`src/rtl/ptc_pkg.sv`:
```
package ptc_pkg;

  localparam int CORDIC_STAGES_DEF = 28;
  localparam int ANGLE_FRAC_BITS   = 27;
  localparam int NLANES            = 4;

  // Lanes of the CORDIC row.
  localparam int LANE_PLACE = 0;
  localparam int LANE_ROLL  = 1;
  localparam int LANE_PITCH = 2;
  localparam int LANE_YAW   = 3;

  // Register indexes on the configuration port.
  localparam logic REG_THICK = 1'b0;
  localparam logic REG_CLR   = 1'b1;

  localparam logic [20:0] THICK_RESET = 21'd104858;
  localparam logic [16:0] CLR_RESET   = 17'd3277;

  // Angle constants with ANGLE_FRAC_BITS fraction bits.
  localparam logic signed [35:0] PI_A      = 36'sd421657428;
  localparam logic signed [35:0] TWO_PI_A  = 36'sd843314857;
  localparam logic signed [35:0] HALF_PI_A = 36'sd210828714;

  localparam logic signed [32:0] GAIN_Q30 = 33'sd652032874;
  localparam logic signed [31:0] ONE_Q30  = 32'sd1073741824;

  typedef logic signed [31:0] ptc_word_t;

  typedef struct packed {
    logic               bottom;
    logic signed [31:0] pos_x;
    logic signed [31:0] pos_y;
    logic signed [31:0] off_x;
    logic signed [31:0] off_y;
    logic signed [33:0] off_z;
  } ptc_side_t;

  typedef struct packed {
    logic signed [32:0] x;
    logic signed [32:0] y;
    logic signed [31:0] z;
    logic               neg;
  } ptc_lane_t;

  typedef struct packed {
    ptc_word_t [8:0] m;
    ptc_word_t [2:0] c;
    ptc_word_t [2:0] s;
    ptc_word_t [2:0] t;
  } ptc_mat_t;

  // Arctangent of 2^-i, rounded to nearest at ANGLE_FRAC_BITS.
  function automatic ptc_word_t atan_entry(input int i);
    ptc_word_t v;
    case (i)
      0:       v = 32'sd105414357;
      1:       v = 32'sd62229729;
      2:       v = 32'sd32880480;
      3:       v = 32'sd16690645;
      4:       v = 32'sd8377711;
      5:       v = 32'sd4192939;
      6:       v = 32'sd2096981;
      7:       v = 32'sd1048555;
      8:       v = 32'sd524285;
      9:       v = 32'sd262144;
      default: begin
        if (i <= ANGLE_FRAC_BITS) v = 32'sd1 <<< (ANGLE_FRAC_BITS - i);
        else if (i == ANGLE_FRAC_BITS + 1) v = 32'sd1;
        else v = 32'sd0;
      end
    endcase
    return v;
  endfunction

  // Q60 sum to Q30, rounded half up and clamped to plus or minus one.
  function automatic ptc_word_t rnd_clamp(input logic signed [64:0] acc);
    logic signed [64:0] t;
    ptc_word_t r;
    t = (acc + 65'sd536870912) >>> 30;
    if (t > 65'sd1073741824) r = ONE_Q30;
    else if (t < -65'sd1073741824) r = -ONE_Q30;
    else r = t[31:0];
    return r;
  endfunction

endpackage

```
`src/rtl/ptc_cordic_cell.sv`:
```
module ptc_cordic_cell #(
  parameter int STAGE_IDX = 0
) (
  input  logic                                    clk,
  input  logic                                    rst_n,
  input  logic                                    in_valid,
  input  ptc_pkg::ptc_lane_t [ptc_pkg::NLANES-1:0] in_lane,
  input  ptc_pkg::ptc_side_t                      in_side,
  output logic                                    out_valid,
  output ptc_pkg::ptc_lane_t [ptc_pkg::NLANES-1:0] out_lane,
  output ptc_pkg::ptc_side_t                      out_side
);
  import ptc_pkg::*;

  localparam ptc_word_t ATAN = atan_entry(STAGE_IDX);

  logic signed [32:0] dx [NLANES];
  logic signed [32:0] dy [NLANES];
  ptc_lane_t [NLANES-1:0] lane_nxt;
  ptc_lane_t [NLANES-1:0] lane_r;
  ptc_side_t side_r;
  logic valid_r;

  always_comb begin
    for (int l = 0; l < NLANES; l++) begin
      dx[l] = $signed(in_lane[l].y) >>> STAGE_IDX;
      dy[l] = $signed(in_lane[l].x) >>> STAGE_IDX;
      lane_nxt[l].neg = in_lane[l].neg;
      if (!in_lane[l].z[31]) begin
        lane_nxt[l].x = $signed(in_lane[l].x) - dx[l];
        lane_nxt[l].y = $signed(in_lane[l].y) + dy[l];
        lane_nxt[l].z = $signed(in_lane[l].z) - ATAN;
      end else begin
        lane_nxt[l].x = $signed(in_lane[l].x) + dx[l];
        lane_nxt[l].y = $signed(in_lane[l].y) - dy[l];
        lane_nxt[l].z = $signed(in_lane[l].z) + ATAN;
      end
    end
  end

  always_ff @(posedge clk) begin
    if (!rst_n) begin
      valid_r <= 1'b0;
    end else begin
      valid_r <= in_valid;
    end
  end

  always_ff @(posedge clk) begin
    lane_r <= lane_nxt;
    side_r <= in_side;
  end

  assign out_valid = valid_r;
  assign out_lane  = lane_r;
  assign out_side  = side_r;

endmodule

```
`config.mk`:
```
export PLATFORM = sky130hd
export DESIGN_NAME = ptc_cordic_cell
export DESIGN_NICKNAME = d
export VERILOG_FILES = /design/src/rtl/ptc_pkg.sv /design/src/rtl/ptc_cordic_cell.sv
export SDC_FILE = /design/constraint.sdc
export NUM_CORES = 2
export LEC_CHECK = 0
export BUFFER_PORTS_ARGS = -buffer_cell sky130_fd_sc_hd__buf_2
export CAP_MARGIN = 25
export CORE_AREA = 2 2 433 435
export DETAILED_ROUTE_END_ITERATION = 6
export DIE_AREA = 0 0 435 437
export PLACE_DENSITY = 0.45
export SLEW_MARGIN = 15
export SYNTH_ARGS = -nofsm -noshare
export SYNTH_HDL_FRONTEND = slang
export SYNTH_SLANG_ARGS = --single-unit
```
`constraint.sdc`:
```
create_clock -name clk -period 4.4 [get_ports clk]
set_clock_uncertainty 0.2 [all_clocks]
set_input_delay 0.44 -clock clk [delete_from_list [all_inputs] [get_ports clk]]
set_output_delay 0.44 -clock clk [all_outputs]
set_load 0.05 [all_outputs]
```
### Word level (Yosys, flattened, before mapping)

Index checks and enable logic that the tools add are counted.
W data, S select, Z words.

* register bits: 560
* input port bits: 562
* word-level logic and storage cells: 47

* add/subtract/negate cells: 20
* multiplexer cells: 4

Operators by type and width (count)
* $mux W98: 4
* $sub A33 B33 Y33: 8
* $add A33 B33 Y33: 4
* $add A32 B28 Y32 const B: 4
* $sub A32 B28 Y32 const B: 4

### Longest topological paths before layout

* depth in word-level cells: 2
* mapped depth: 15
* gate-level depth less buffers: 13

### Least setup slack after synthesis

OpenSTA, ideal clock, no wires.

* path type: input to register
* start: input in_lane[230] in the netlist's numbering
* end: register lane_r, in the netlist out_lane[227]
* library setup time: 0.072 ns
* data arrival time: 3.857 ns
* data required time: 4.128 ns
* path slack: 0.271 ns
* cell stages on the path: 15
* path buffers: 3
* cell sequence: clkbuf_1 > inv_1 > clkbuf_1 > clkbuf_1 > ha_1 > o21a_1 > a21oi_1 > o22ai_1 > o41ai_2 > a211oi_1 > o21a_1 > o21ai_1 > a21oi_1 > o41ai_1 > xnor2_1

RTL lines
* start, declared: RTL line ptc_cordic_cell.sv:7 `input ptc_pkg::ptc_lane_t [ptc_pkg::NLANES-1:0] in_lane,`
* end signal, assigned: RTL line ptc_cordic_cell.sv:50 `lane_r <= lane_nxt;`
* end, declared: RTL line ptc_cordic_cell.sv:20 `ptc_lane_t [NLANES-1:0] lane_r;`

==> out/qor.csv <==
metric,value,unit
largest net degree at the start of global routing,80,
Critical Path Source Type,primary input,
GR Util All Layers,0.183,
NetSw,0.00995,W
FF+latch area,11100,sq um
Tmin final,4.24,ns
Critical path buffers and inverters,2,
Leak,25.4,nW
area of the multi-input gates,25200,sq um
Crit path top cell by count,a21oi_1,
synth warn,0,
Netlist cell types,86,
vias in the first global route,40000,
Initial Utilization,0.209,
first-pass GRT wire length,265,mm
drt first pass iters,5,
hold_ws,0.0846,ns
H-tree Lvls,3,
vias per cell,4.62,
ys async rst share,0,
PD cells,419,nW/um^2
Clk pwr share,0.285,
"Hold Vio Cnt, Final",0,
worst stage delay on the critical path,0.55,ns
drt first-iter violations,2799,
endpoint type of the worst setup path,flop,
drt drc,0,
"Slew Viols, Final",0,
cts bufs inserted,75,
RSZ-0062 raised after global routing,false,
detailed placement HPWL,152,mm
Post-CTS Setup Inserts,0,
worst-path maximum fanout,5,
Die Wd,435,um
Synth Instances,4742,
Sw Ratio,0.445,
# port buffers,1121,
RePlAce Congestion,0.906,
Top delay family on crit path,compound AO/OA/AOI/OAI gates,
Critical Path RT,4.75,ns
"Cell Area, Synth",38700,sq um
worst-case clock buffer depth,3,
crit path DAT,4.59,ns
"Avg Cell Area, Syn",8.16,sq um
Min-Delay Path Class,in -> reg,
root buffer cell,clkbuf_16,
layout cell share with drive strength beyond 1,0.224,
Max Fclk,0.236,GHz
die area,190000,sq um
fin crit share,0.964,
Mapped Nets,5824,
share of power burned in registers,0.283,
"Design Area, Final",53400,sq um
via count,40400,
fillcell total,20200,
power share of the combinational group,0.432,
ys flop type,dfxtp_1,
VDD IR max,376,uV
#FFs+latches synth,556,
CTS Sinks,556,
max-slew headroom at the worst pin,0.323,
FP Rows,158,
Finish-stage setup viols,0,
P_int,0.0124,W
Syn-to-layout area delta,38.2,%
"EDFF count, synth",0,
Worst-Margin Slew,1.00,ns
final net count,7277,
Core Area,185000,sq um
grt total ovfl,0,
post-layout util,0.289,
CTS tree,done,
outcome,"complete, no violations",
Post-DRT Antenna Nets,0,
Max Cap Violations,0,
final wirelength,183,mm
die height,437,um
"Seq/Total Area, Yosys",0.288,
I/O Pins,1122,
setup tns final,0,ns
initial antenna violation count,56,
placed cell area,47400,sq um
crit-path cells,dlygate4sd3_1 > buf_2 > ha_1 > fa_1 > nor2b_1 > o221ai_1 > a31oi_2 > a21oi_1 > o41a_1 > a21oi_1 > a21boi_1 > o31ai_1 > mux2i_1 > xor2_1,
CP Class,in -> reg,
"slowest stage cell, crit path",dlygate4sd3_1,
clk slew on worst S/H paths,0.06,ns
DR WL/cell,20.9,um
## worst min-delay path, delay by kind of cell
| family | cells | cell delay (ns) |
|---|---|---|
| adders and majority gates | 1 | 0.20 |
| and+or+nand+nor | 1 | 0.05 |
| AOI/OAI and AO/OA | 1 | 0.09 |
| buffers and inverters | 1 | 0.15 |
## per-stage QoR
step / worst slack [ns] / power (W) / cells
finish: 0.159 / 0.0224 / 8749
global placement: -0.0888 / 0.0158 / 8258
detailed placement: -0.0511 / 0.0158 / 8258
CTS: 0.163 / 0.0227 / 8730
floorplan: 0.271 / 0.0127 / 4742
global route: 0.0459 / 0.0235 / 8741
## synth_stat cells, types with 39 or more instances
cell,n,area share
a21o_1,150,0.029
a21oi_1,539,0.070
a31oi_1,39,0.0063
clkbuf_1,137,0.013
dfxtp_1,556,0.29
ha_1,504,0.16
inv_1,420,0.041
mux2i_1,52,0.013
nand2_1,229,0.022
nand2b_1,62,0.010
nand3_1,76,0.0098
nand4_1,50,0.0081
nor2_1,387,0.038
nor2b_1,59,0.0095
nor3_1,82,0.011
o211ai_1,47,0.0091
o21a_1,59,0.011
o21ai_0,302,0.039
o21bai_1,95,0.018
o31ai_1,40,0.0078
xnor2_1,286,0.065
xor2_1,74,0.017
## layout by cell type, fill, tap and decap left out, types with 18 or more instances in the layout
cell,count
buf_4,106
a211oi_1,37
or3_1,34
xnor2_1,285
o31ai_1,40
xor2_1,74
o21a_1,59
inv_1,419
nor3_1,82
clkbuf_16,75
ha_1,504
and3_1,21
dlygate4sd3_1,340
a21o_1,150
a211o_1,18
dfxtp_1,556
nor2_1,387
mux2i_1,52
nor4_1,28
a31oi_1,38
nand4_1,50
nor2b_1,59
a21oi_1,539
o21bai_1,95
nand2b_1,62
nand2_1,229
diode_2,19
nand3_1,76
o21ai_0,302
o211ai_1,47
or2_2,19
buf_2,1117
## power by group through the flow
stage	clock, W	sequential (W)	combinational (W)
3_5_place_dp	0	0.00644	0.00936
6_report	0.00637	0.00634	0.00968
4_1_cts	0.00664	0.00634	0.00972
5_1_grt	0.00680	0.00641	0.0103
3_3_place_gp	0	0.00644	0.00939
2_1_floorplan	0	0.00952	0.00318
## final cells by class
class	count	share of cell area
diodes	19	0.000890
repair buffers	1563	0.183
multi-input cells	3563	0.471
clock buffers	95	0.0386
clock inverters	37	0.00913
flip-flops and latches	556	0.208
inverters	436	0.0306
well taps	2480	0.0581
## routing by layer
metal,up-vias,GRT usage,routed length (um)
met5,-,0,144
li1,19500,-,-
met2,1325,0.324,90700
met4,22,0.0584,5730
met1,19300,0.222,76500
met3,290,0.0337,9690
## timing repair
action                                 4_1_cts  5_1_grt
endpoints found under the hold margin      313        0
hold buffers                               340        0
resized for setup                            0        1
setup endpoints to repair                    0        2
## registers in the layout (all words and copies together), names as in the netlist
signal,cells
out_side,163
out_lane,392
out_valid,1
## cells by family after synthesis
| family | count (synthesis) | synth area share |
|---|---|---|
| AND/OR/NAND/NOR | 1097 | 0.134 |
| flip-flops | 556 | 0.288 |
| XOR/XNOR | 360 | 0.0815 |
| adder cells (fa/ha/maj) | 520 | 0.171 |
| AO/OA/AOI/OAI | 1532 | 0.250 |
| buffers and inverters | 623 | 0.0611 |
| multiplexers | 54 | 0.0140 |
## final timing paths
check,start,to,slack [ns],cells after the start
setup / recovery,in_lane[264],out_lane[290]$_DFF_P_,0.16,14
hold / removal,in_lane[265],out_lane[265]$_DFF_P_,0.08,4
(Power assumes the default switching activity.)
