### src/rtl/ptc_pkg.sv
package ptc_pkg;

  localparam int CORDIC_STAGES_DEF = 28;
  localparam int ANGLE_FRAC_BITS   = 27;
  localparam int NLANES            = 4;

  // Lanes of the CORDIC row.
  localparam int LANE_PLACE = 0;
  localparam int LANE_ROLL  = 1;
  localparam int LANE_PITCH = 2;
  localparam int LANE_YAW   = 3;

  // Register indexes on the configuration port.
  localparam logic REG_THICK = 1'b0;
  localparam logic REG_CLR   = 1'b1;

  localparam logic [20:0] THICK_RESET = 21'd104858;
  localparam logic [16:0] CLR_RESET   = 17'd3277;

  // Angle constants with ANGLE_FRAC_BITS fraction bits.
  localparam logic signed [35:0] PI_A      = 36'sd421657428;
  localparam logic signed [35:0] TWO_PI_A  = 36'sd843314857;
  localparam logic signed [35:0] HALF_PI_A = 36'sd210828714;

  localparam logic signed [32:0] GAIN_Q30 = 33'sd652032874;
  localparam logic signed [31:0] ONE_Q30  = 32'sd1073741824;

  typedef logic signed [31:0] ptc_word_t;

  typedef struct packed {
    logic               bottom;
    logic signed [31:0] pos_x;
    logic signed [31:0] pos_y;
    logic signed [31:0] off_x;
    logic signed [31:0] off_y;
    logic signed [33:0] off_z;
  } ptc_side_t;

  typedef struct packed {
    logic signed [32:0] x;
    logic signed [32:0] y;
    logic signed [31:0] z;
    logic               neg;
  } ptc_lane_t;

  typedef struct packed {
    ptc_word_t [8:0] m;
    ptc_word_t [2:0] c;
    ptc_word_t [2:0] s;
    ptc_word_t [2:0] t;
  } ptc_mat_t;

  // Arctangent of 2^-i, rounded to nearest at ANGLE_FRAC_BITS.
  function automatic ptc_word_t atan_entry(input int i);
    ptc_word_t v;
    case (i)
      0:       v = 32'sd105414357;
      1:       v = 32'sd62229729;
      2:       v = 32'sd32880480;
      3:       v = 32'sd16690645;
      4:       v = 32'sd8377711;
      5:       v = 32'sd4192939;
      6:       v = 32'sd2096981;
      7:       v = 32'sd1048555;
      8:       v = 32'sd524285;
      9:       v = 32'sd262144;
      default: begin
        if (i <= ANGLE_FRAC_BITS) v = 32'sd1 <<< (ANGLE_FRAC_BITS - i);
        else if (i == ANGLE_FRAC_BITS + 1) v = 32'sd1;
        else v = 32'sd0;
      end
    endcase
    return v;
  endfunction

  // Q60 sum to Q30, rounded half up and clamped to plus or minus one.
  function automatic ptc_word_t rnd_clamp(input logic signed [64:0] acc);
    logic signed [64:0] t;
    ptc_word_t r;
    t = (acc + 65'sd536870912) >>> 30;
    if (t > 65'sd1073741824) r = ONE_Q30;
    else if (t < -65'sd1073741824) r = -ONE_Q30;
    else r = t[31:0];
    return r;
  endfunction

endpackage

### src/rtl/ptc_angle_prep.sv
module ptc_angle_prep (
  input  logic                                   clk,
  input  logic                                   rst_n,
  input  logic                                   in_valid,
  input  logic signed [ptc_pkg::NLANES-1:0][33:0] in_angle,
  input  ptc_pkg::ptc_side_t                     in_side,
  output logic                                   out_valid,
  output ptc_pkg::ptc_lane_t [ptc_pkg::NLANES-1:0] out_lane,
  output ptc_pkg::ptc_side_t                     out_side
);
  import ptc_pkg::*;

  logic signed [35:0] u0 [NLANES];
  logic signed [35:0] u1 [NLANES];
  logic signed [35:0] u2 [NLANES];
  logic [30:0]        md_nxt [NLANES];
  logic [30:0]        md_r   [NLANES];
  logic signed [35:0] r0 [NLANES];
  logic signed [35:0] r1 [NLANES];
  logic signed [35:0] r2 [NLANES];
  logic               neg_w [NLANES];
  ptc_lane_t [NLANES-1:0] lane_nxt;
  ptc_lane_t [NLANES-1:0] lane_r;
  ptc_side_t side1_r, side2_r;
  logic valid1_r, valid2_r;

  // First stage: shift the angle positive and take off four and two turns.
  always_comb begin
    for (int l = 0; l < NLANES; l++) begin
      u0[l] = 36'($signed(in_angle[l])) + 36'sd3 * TWO_PI_A;
      u1[l] = (u0[l] >= 36'sd4 * TWO_PI_A) ? u0[l] - 36'sd4 * TWO_PI_A : u0[l];
      u2[l] = (u1[l] >= 36'sd2 * TWO_PI_A) ? u1[l] - 36'sd2 * TWO_PI_A : u1[l];
      md_nxt[l] = u2[l][30:0];
    end
  end

  // Second stage: last turn, centre on zero and fold into the right half plane.
  always_comb begin
    for (int l = 0; l < NLANES; l++) begin
      r0[l] = {5'b0, md_r[l]};
      if (r0[l] >= TWO_PI_A) r0[l] = r0[l] - TWO_PI_A;
      r1[l] = (r0[l] > PI_A) ? r0[l] - TWO_PI_A : r0[l];
      neg_w[l] = 1'b0;
      r2[l] = r1[l];
      if (r1[l] > HALF_PI_A) begin
        r2[l] = r1[l] - PI_A;
        neg_w[l] = 1'b1;
      end else if (r1[l] < -HALF_PI_A) begin
        r2[l] = r1[l] + PI_A;
        neg_w[l] = 1'b1;
      end
      lane_nxt[l].x   = GAIN_Q30;
      lane_nxt[l].y   = '0;
      lane_nxt[l].z   = r2[l][31:0];
      lane_nxt[l].neg = neg_w[l];
    end
  end

  always_ff @(posedge clk) begin
    if (!rst_n) begin
      valid1_r <= 1'b0;
      valid2_r <= 1'b0;
    end else begin
      valid1_r <= in_valid;
      valid2_r <= valid1_r;
    end
  end

  always_ff @(posedge clk) begin
    md_r    <= md_nxt;
    side1_r <= in_side;
    lane_r  <= lane_nxt;
    side2_r <= side1_r;
  end

  assign out_valid = valid2_r;
  assign out_lane  = lane_r;
  assign out_side  = side2_r;

endmodule

### config.mk
export PLATFORM = sky130hd
export DESIGN_NAME = ptc_angle_prep
export DESIGN_NICKNAME = d
export VERILOG_FILES = /design/src/rtl/ptc_pkg.sv /design/src/rtl/ptc_angle_prep.sv
export SDC_FILE = /design/constraint.sdc
export NUM_CORES = 2
export LEC_CHECK = 0
export ABC_AREA = 1
export BUFFER_PORTS_ARGS = -buffer_cell sky130_fd_sc_hd__buf_2
export CAP_MARGIN = 10
export CORE_MARGIN = 5
export CORE_UTILIZATION = 45
export DETAILED_ROUTE_END_ITERATION = 7
export PLACE_DENSITY = 0.65
export SETUP_SLACK_MARGIN = 0.5
export SYNTH_ARGS = -nofsm -noshare
export SYNTH_HDL_FRONTEND = slang
export SYNTH_SLANG_ARGS = --single-unit
### constraint.sdc
create_clock -name clk -period 4.95 [get_ports clk]
set_input_delay 0.2475 -clock clk [delete_from_list [all_inputs] [get_ports clk]]
set_output_delay 0.2475 -clock clk [all_outputs]
set_load 0.1 [all_outputs]
# Word level (Yosys, flattened, before mapping)
# Index checks and enable logic that the tools add are counted.
# Widths: inputs -> output; s select.
totals:
  regBits: 584
  input_bits: 302
  out_inout_bits: 560
  wordCells: 106
classes:
  n_addsub: 28
  n_lt_le_gt_ge: 24
  muxes: 28
op_table:
  columns: ["operator", "count"]
  rows:
  - ["$mux 36", 12]
  - ["$mux 32", 8]
  - ["$ge 36x32->1 const B", 4]
  - ["$gt 36x29->1 const B", 4]
  - ["$gt 36x30->1 const B", 4]
  - ["$lt 36x29->1 const B", 4]
  - ["$sub 35x33->36 const B", 4]
  - ["$sub 36x31->36 const B", 4]
  - ["$add 34x33->35 const B", 4]
  - ["$ge 35x33->1 const B", 4]
  - ["$add 32x30->32 const B", 4]
  - ["$sub 31x30->32 const B", 4]
  - ["$sub 32x30->32 const B", 4]
  - ["$ge 31x30->1 const B", 4]
  - ["$mux 31", 4]
  - ["$sub 31x30->31 const B", 4]
  - ["$mux 1", 4]

# Depth between registers and ports, before layout
depth:
  ltp_word: 7
  mapped_depth: 42
  depth_no_buf: 40

# Least setup slack after synthesis
# No wires, ideal clock.
synth_path:
  kind: "register to register"
  start: "register md_r[62] (netlist name)"
  end: "register lane_r, in the netlist out_lane[129]"
  setup_ns: 0.114
  arrival_time_ns: 4.247
  required_ns: 4.836
  path_slack_ns: 0.589
  stages_incl_launch_ff: 38
  n_path_buf: 5
  period_less_slack_ns: 4.361
  path_cell_list: "dfxtp_1 -> inv_1 -> ha_1 -> a21oi_2 -> nand2_1 -> nand2_1 -> nand2_1 -> nand3_2 -> nand2_4 -> nand2_4 -> buf_6 -> buf_6 -> nand2_1 -> o21ai_1 -> ha_1 -> nand2_1 -> nor3_2 -> nand3_2 -> (+2 left out) -> buf_6 -> nand2_1 -> nand2_1 -> inv_1 -> ha_1 -> nand3_1 -> nand2_1 -> inv_1 -> nor2_1 -> nand3_1 -> nand2_1 -> nand2_1 -> nand2_1 -> nor2_4 -> buf_4 -> nand2_1 -> nand3_1 -> nand2_1"
synth_lines:
  columns: ["element", "line", "rtl"]
  rows:
  - ["start, declared", "ptc_angle_prep.sv:17", "logic [30:0] md_r [NLANES];"]
  - ["start signal, assigned", "ptc_angle_prep.sv:70", "md_r <= md_nxt;"]
  - ["end signal, assigned", "ptc_angle_prep.sv:72", "lane_r <= lane_nxt;"]
  - ["end, declared", "ptc_angle_prep.sv:23", "ptc_lane_t [NLANES-1:0] lane_r;"]

==> impl_summary.log <==
[metrics] outcome: completed
[metrics] CP required: 5.52 ns
[metrics] worst hold stages: 5
[metrics] sum of net half-perimeters after detailed placement: 207,000 µm
[metrics] Root Driver: clkbuf_16
[metrics] routed via count divided by cell count: 5.28
[metrics] clock tree skew after final layout: 0.0355 ns
[metrics] DRC Markers: 0
[metrics] Total Die Area: 0.143 mm²
[metrics] worst max-slew margin expressed relative to the limit: 27.8%
[metrics] Hold Vio Cnt, Final: 0
[metrics] # port buffers: 597
[metrics] cell depth of the worst flop-to-flop path: 36
[metrics] end of the critical path: out_lane[7]$_DFF_P_
[metrics] post-synth top area share: 28.5%
[metrics] CTS H-Tree Depth: 3
[metrics] synthesis-stage register bit count: 584
[metrics] most frequent cells in the layout: nand2_1, nor2_1, nand3_1
[metrics] via count of the first global-routing pass: 70,900
[metrics] post-placement worst setup slack: -0.0893 ns
[metrics] clock latency reported for the late side of the worst-skew pair: 0.69 ns
[metrics] post-synth cell types: 64
[metrics] final number of setup-violating endpoints: 0
[metrics] aggregate global-route resource usage: 34.1%
[metrics] CTS Buf Count: 66
[metrics] min setup slack post-route: 0.377 ns
[metrics] critical path endpoint category: flip-flop
[metrics] primary flip-flop cell chosen by synthesis mapping: dfxtp_1
[metrics] count of routing violations after the opening detailed-route iteration: 7,767
[metrics] maxcap violations: 0
[metrics] worst-path cell with the longest stage delay: dfxtp_2
[metrics] dominant cell type by area after synthesis: nand2_1
[metrics] share of synthesized area occupied by flip-flops and latches: 19.2%
[metrics] per-cell routed wire length: 17.8 µm
[metrics] # IOs: 862
[metrics] commonest non-fill, non-tap cell in the layout: nand2_1
[metrics] post-synthesis async set-or-reset flop share: 0%
[metrics] global-route wire length before repair: 392,000 µm
[metrics] post-route design area: 0.0779 mm²
[metrics] data arrival time at the worst-slack endpoint: 5.14 ns
[metrics] Die Ht: 378 µm
[metrics] register-to-register setup slack: 0.38 ns
[metrics] horizontal die dimension: 378 µm
[metrics] worst r2r src: md_r[93]$_DFF_P_
[metrics] Post-Route WL: 261,000 µm
[metrics] number of enable flip-flop cells after synthesis: 0
[metrics] worst setup path start: md_r[93]$_DFF_P_
[metrics] setup repair after global routing missed its margin: true
[metrics] core area: 0.134 mm²
[metrics] layout cell share with drive strength beyond 1: 19.6%
[metrics] gr ovfl total: 0
[metrics] placed cell area: 0.0689 mm²
[metrics] Layout Nets: 13,200
[metrics] CTS Buffer Depth: 3
[metrics] global placer's final weighted congestion: 1.02
[metrics] Tightest Pin Transition: 1.08 ns
[metrics] detailed-router iteration count before antenna repair: 8
[metrics] cells after synthesis: 11,400
[metrics] clock-pin transition on the worst setup and hold timing paths: 0.07 ns
[metrics] largest net degree at the start of global routing: 34
[metrics] type of the worst setup path: reg -> reg
[metrics] dominant cells by area after synthesis: nand2_1, dfxtp_1, nand3_1, nor2_1, inv_1
[metrics] initial cell density of the core: 45.4%
[metrics] Final ANT Viol Nets: 0
[metrics] netlist area before placement: 0.0608 mm²
[metrics] total vias in the final route: 77,200
[metrics] maximum frequency from static timing analysis: 219 MHz
[metrics] startpoint type of the worst setup path: flip-flop
[metrics] library cell appearing most often on the critical path: nand2_1
[metrics] worst reg2reg path endpoint: out_lane[7]$_DFF_P_
[metrics] synthesis-to-layout area growth: 28.2%
[metrics] max-slew violation count: 0
[metrics] Hold/Removal Path Class: in -> reg
[metrics] final critical path time including I/O delays and setup: 4.57 ns
[metrics] Max FO, Critical Path: 27
[metrics] cell row count: 134
[metrics] antenna violations before repair: 10
[metrics] number of warnings issued by yosys: 0
[metrics] per-instance average area after synthesis: 5.35 µm²
[metrics] clock tree from TritonCTS: done
[metrics] Num Clock Sinks: 584
[metrics] period utilization: 92.4%
[metrics] Largest stage delay, worst path: 0.35 ns
## timing repair
item,in CTS,in global routing
pin swaps,51,129
hold buffers,170,0
cloned,25,20
setup buffers,60,93
resized for setup,385,564
setup endpoints to repair,124,244
endpoints found under the hold margin,169,0
## final cells by class
| class | instances | area [µm²] |
|---|---|---|
| clock buffers | 85 | 1830 |
| clock inverters | 36 | 492 |
| repair buffers | 1583 | 12100 |
| diodes | 1 | 2.50 |
| inverters | 1286 | 4930 |
| well taps | 1768 | 2210 |
| multi-input cells | 9297 | 44600 |
| flip-flops and latches | 584 | 11800 |
| fillers | 13900 | 55900 |
## worst min-delay path by stage
stage                                     from                    end  slack [ns]
after global routing               in_side[37]    side1_r[37]$_DFF_P_        0.18
after floorplan                     in_side[0]     side1_r[0]$_DFF_P_        0.28
after CTS                         in_angle[35]       md_r[63]$_DFF_P_        0.12
after global placement     side1_r[72]$_DFF_P_   out_side[72]$_DFF_P_        0.31
final                             in_angle[35]       md_r[63]$_DFF_P_        0.17
after detailed placement  side1_r[123]$_DFF_P_  out_side[123]$_DFF_P_        0.31
## sequential cells by signal, indices dropped and copies added (netlist names)
| register | flops |
|---|---|
| valid1_r | 1 |
| md_r | 124 |
| out_lane | 132 |
| out_side | 163 |
| side1_r | 163 |
| out_valid | 1 |
## logic make-up after synthesis
kind of cell / count (synthesis) / share of synthesized area, %
buffers and inverters: 1753 / 13.4
adders and majority gates: 48 / 0.988
AOI/OAI and AO/OA: 620 / 5.59
and+or+nand+nor: 7923 / 54.6
xor gates and xnor gates: 424 / 6.20
other: 2 / 0.0124
DFF: 584 / 19.2
## routing by layer
metal	vias to the layer above	routed length (µm)	global-route usage (%)	part of all wire (%)
li1	38100	-	-	-
met4	2	12100	14.3	4.6
met1	34800	109000	44.4	42
met5	-	13	0	0.0050
met2	3665	117000	56.2	45
met3	622	23100	5.32	8.9
## worst max-delay path: cells and delay by family (launching register included)
family,cells,cell delay (ns)
buffers and inverters,8,1.10
AND/OR/NAND/NOR,25,2.33
AO/OA/AOI/OAI,2,0.44
flip-flops,1,0.35
adder cells (fa/ha/maj),1,0.17
## cells in the mapped netlist (53+ instances only)
library cell     n
nand3_1       1225
nand2_2        108
nor2_1        1396
inv_1         1204
a21oi_1        199
o21ai_1         53
buf_2           91
dfxtp_1        584
xor2_1         392
nor3_1         143
nand2_1       4607
buf_4          307
o21ai_0        269
inv_2           70
nand4_1        253
## through the flow
| step | instances | setup TNS [ns] | util (%) | hold slack, ns |
|---|---|---|---|---|
| finish | 14600 | 0 | 58.2 | 0.170 |
| global route | 14600 | 0 | 58.2 | 0.175 |
| CTS | 14500 | 0 | 56.1 | 0.117 |
| detailed placement | 14200 | -1.55 | 51.5 | 0.312 |
| global placement | 14200 | -0.377 | 51.5 | 0.310 |
| floorplan | 11600 | 0 | - | 0.275 |
Power is not shown: default switching activity piles up to over one toggle a cycle in this logic, so the estimate is an artifact.
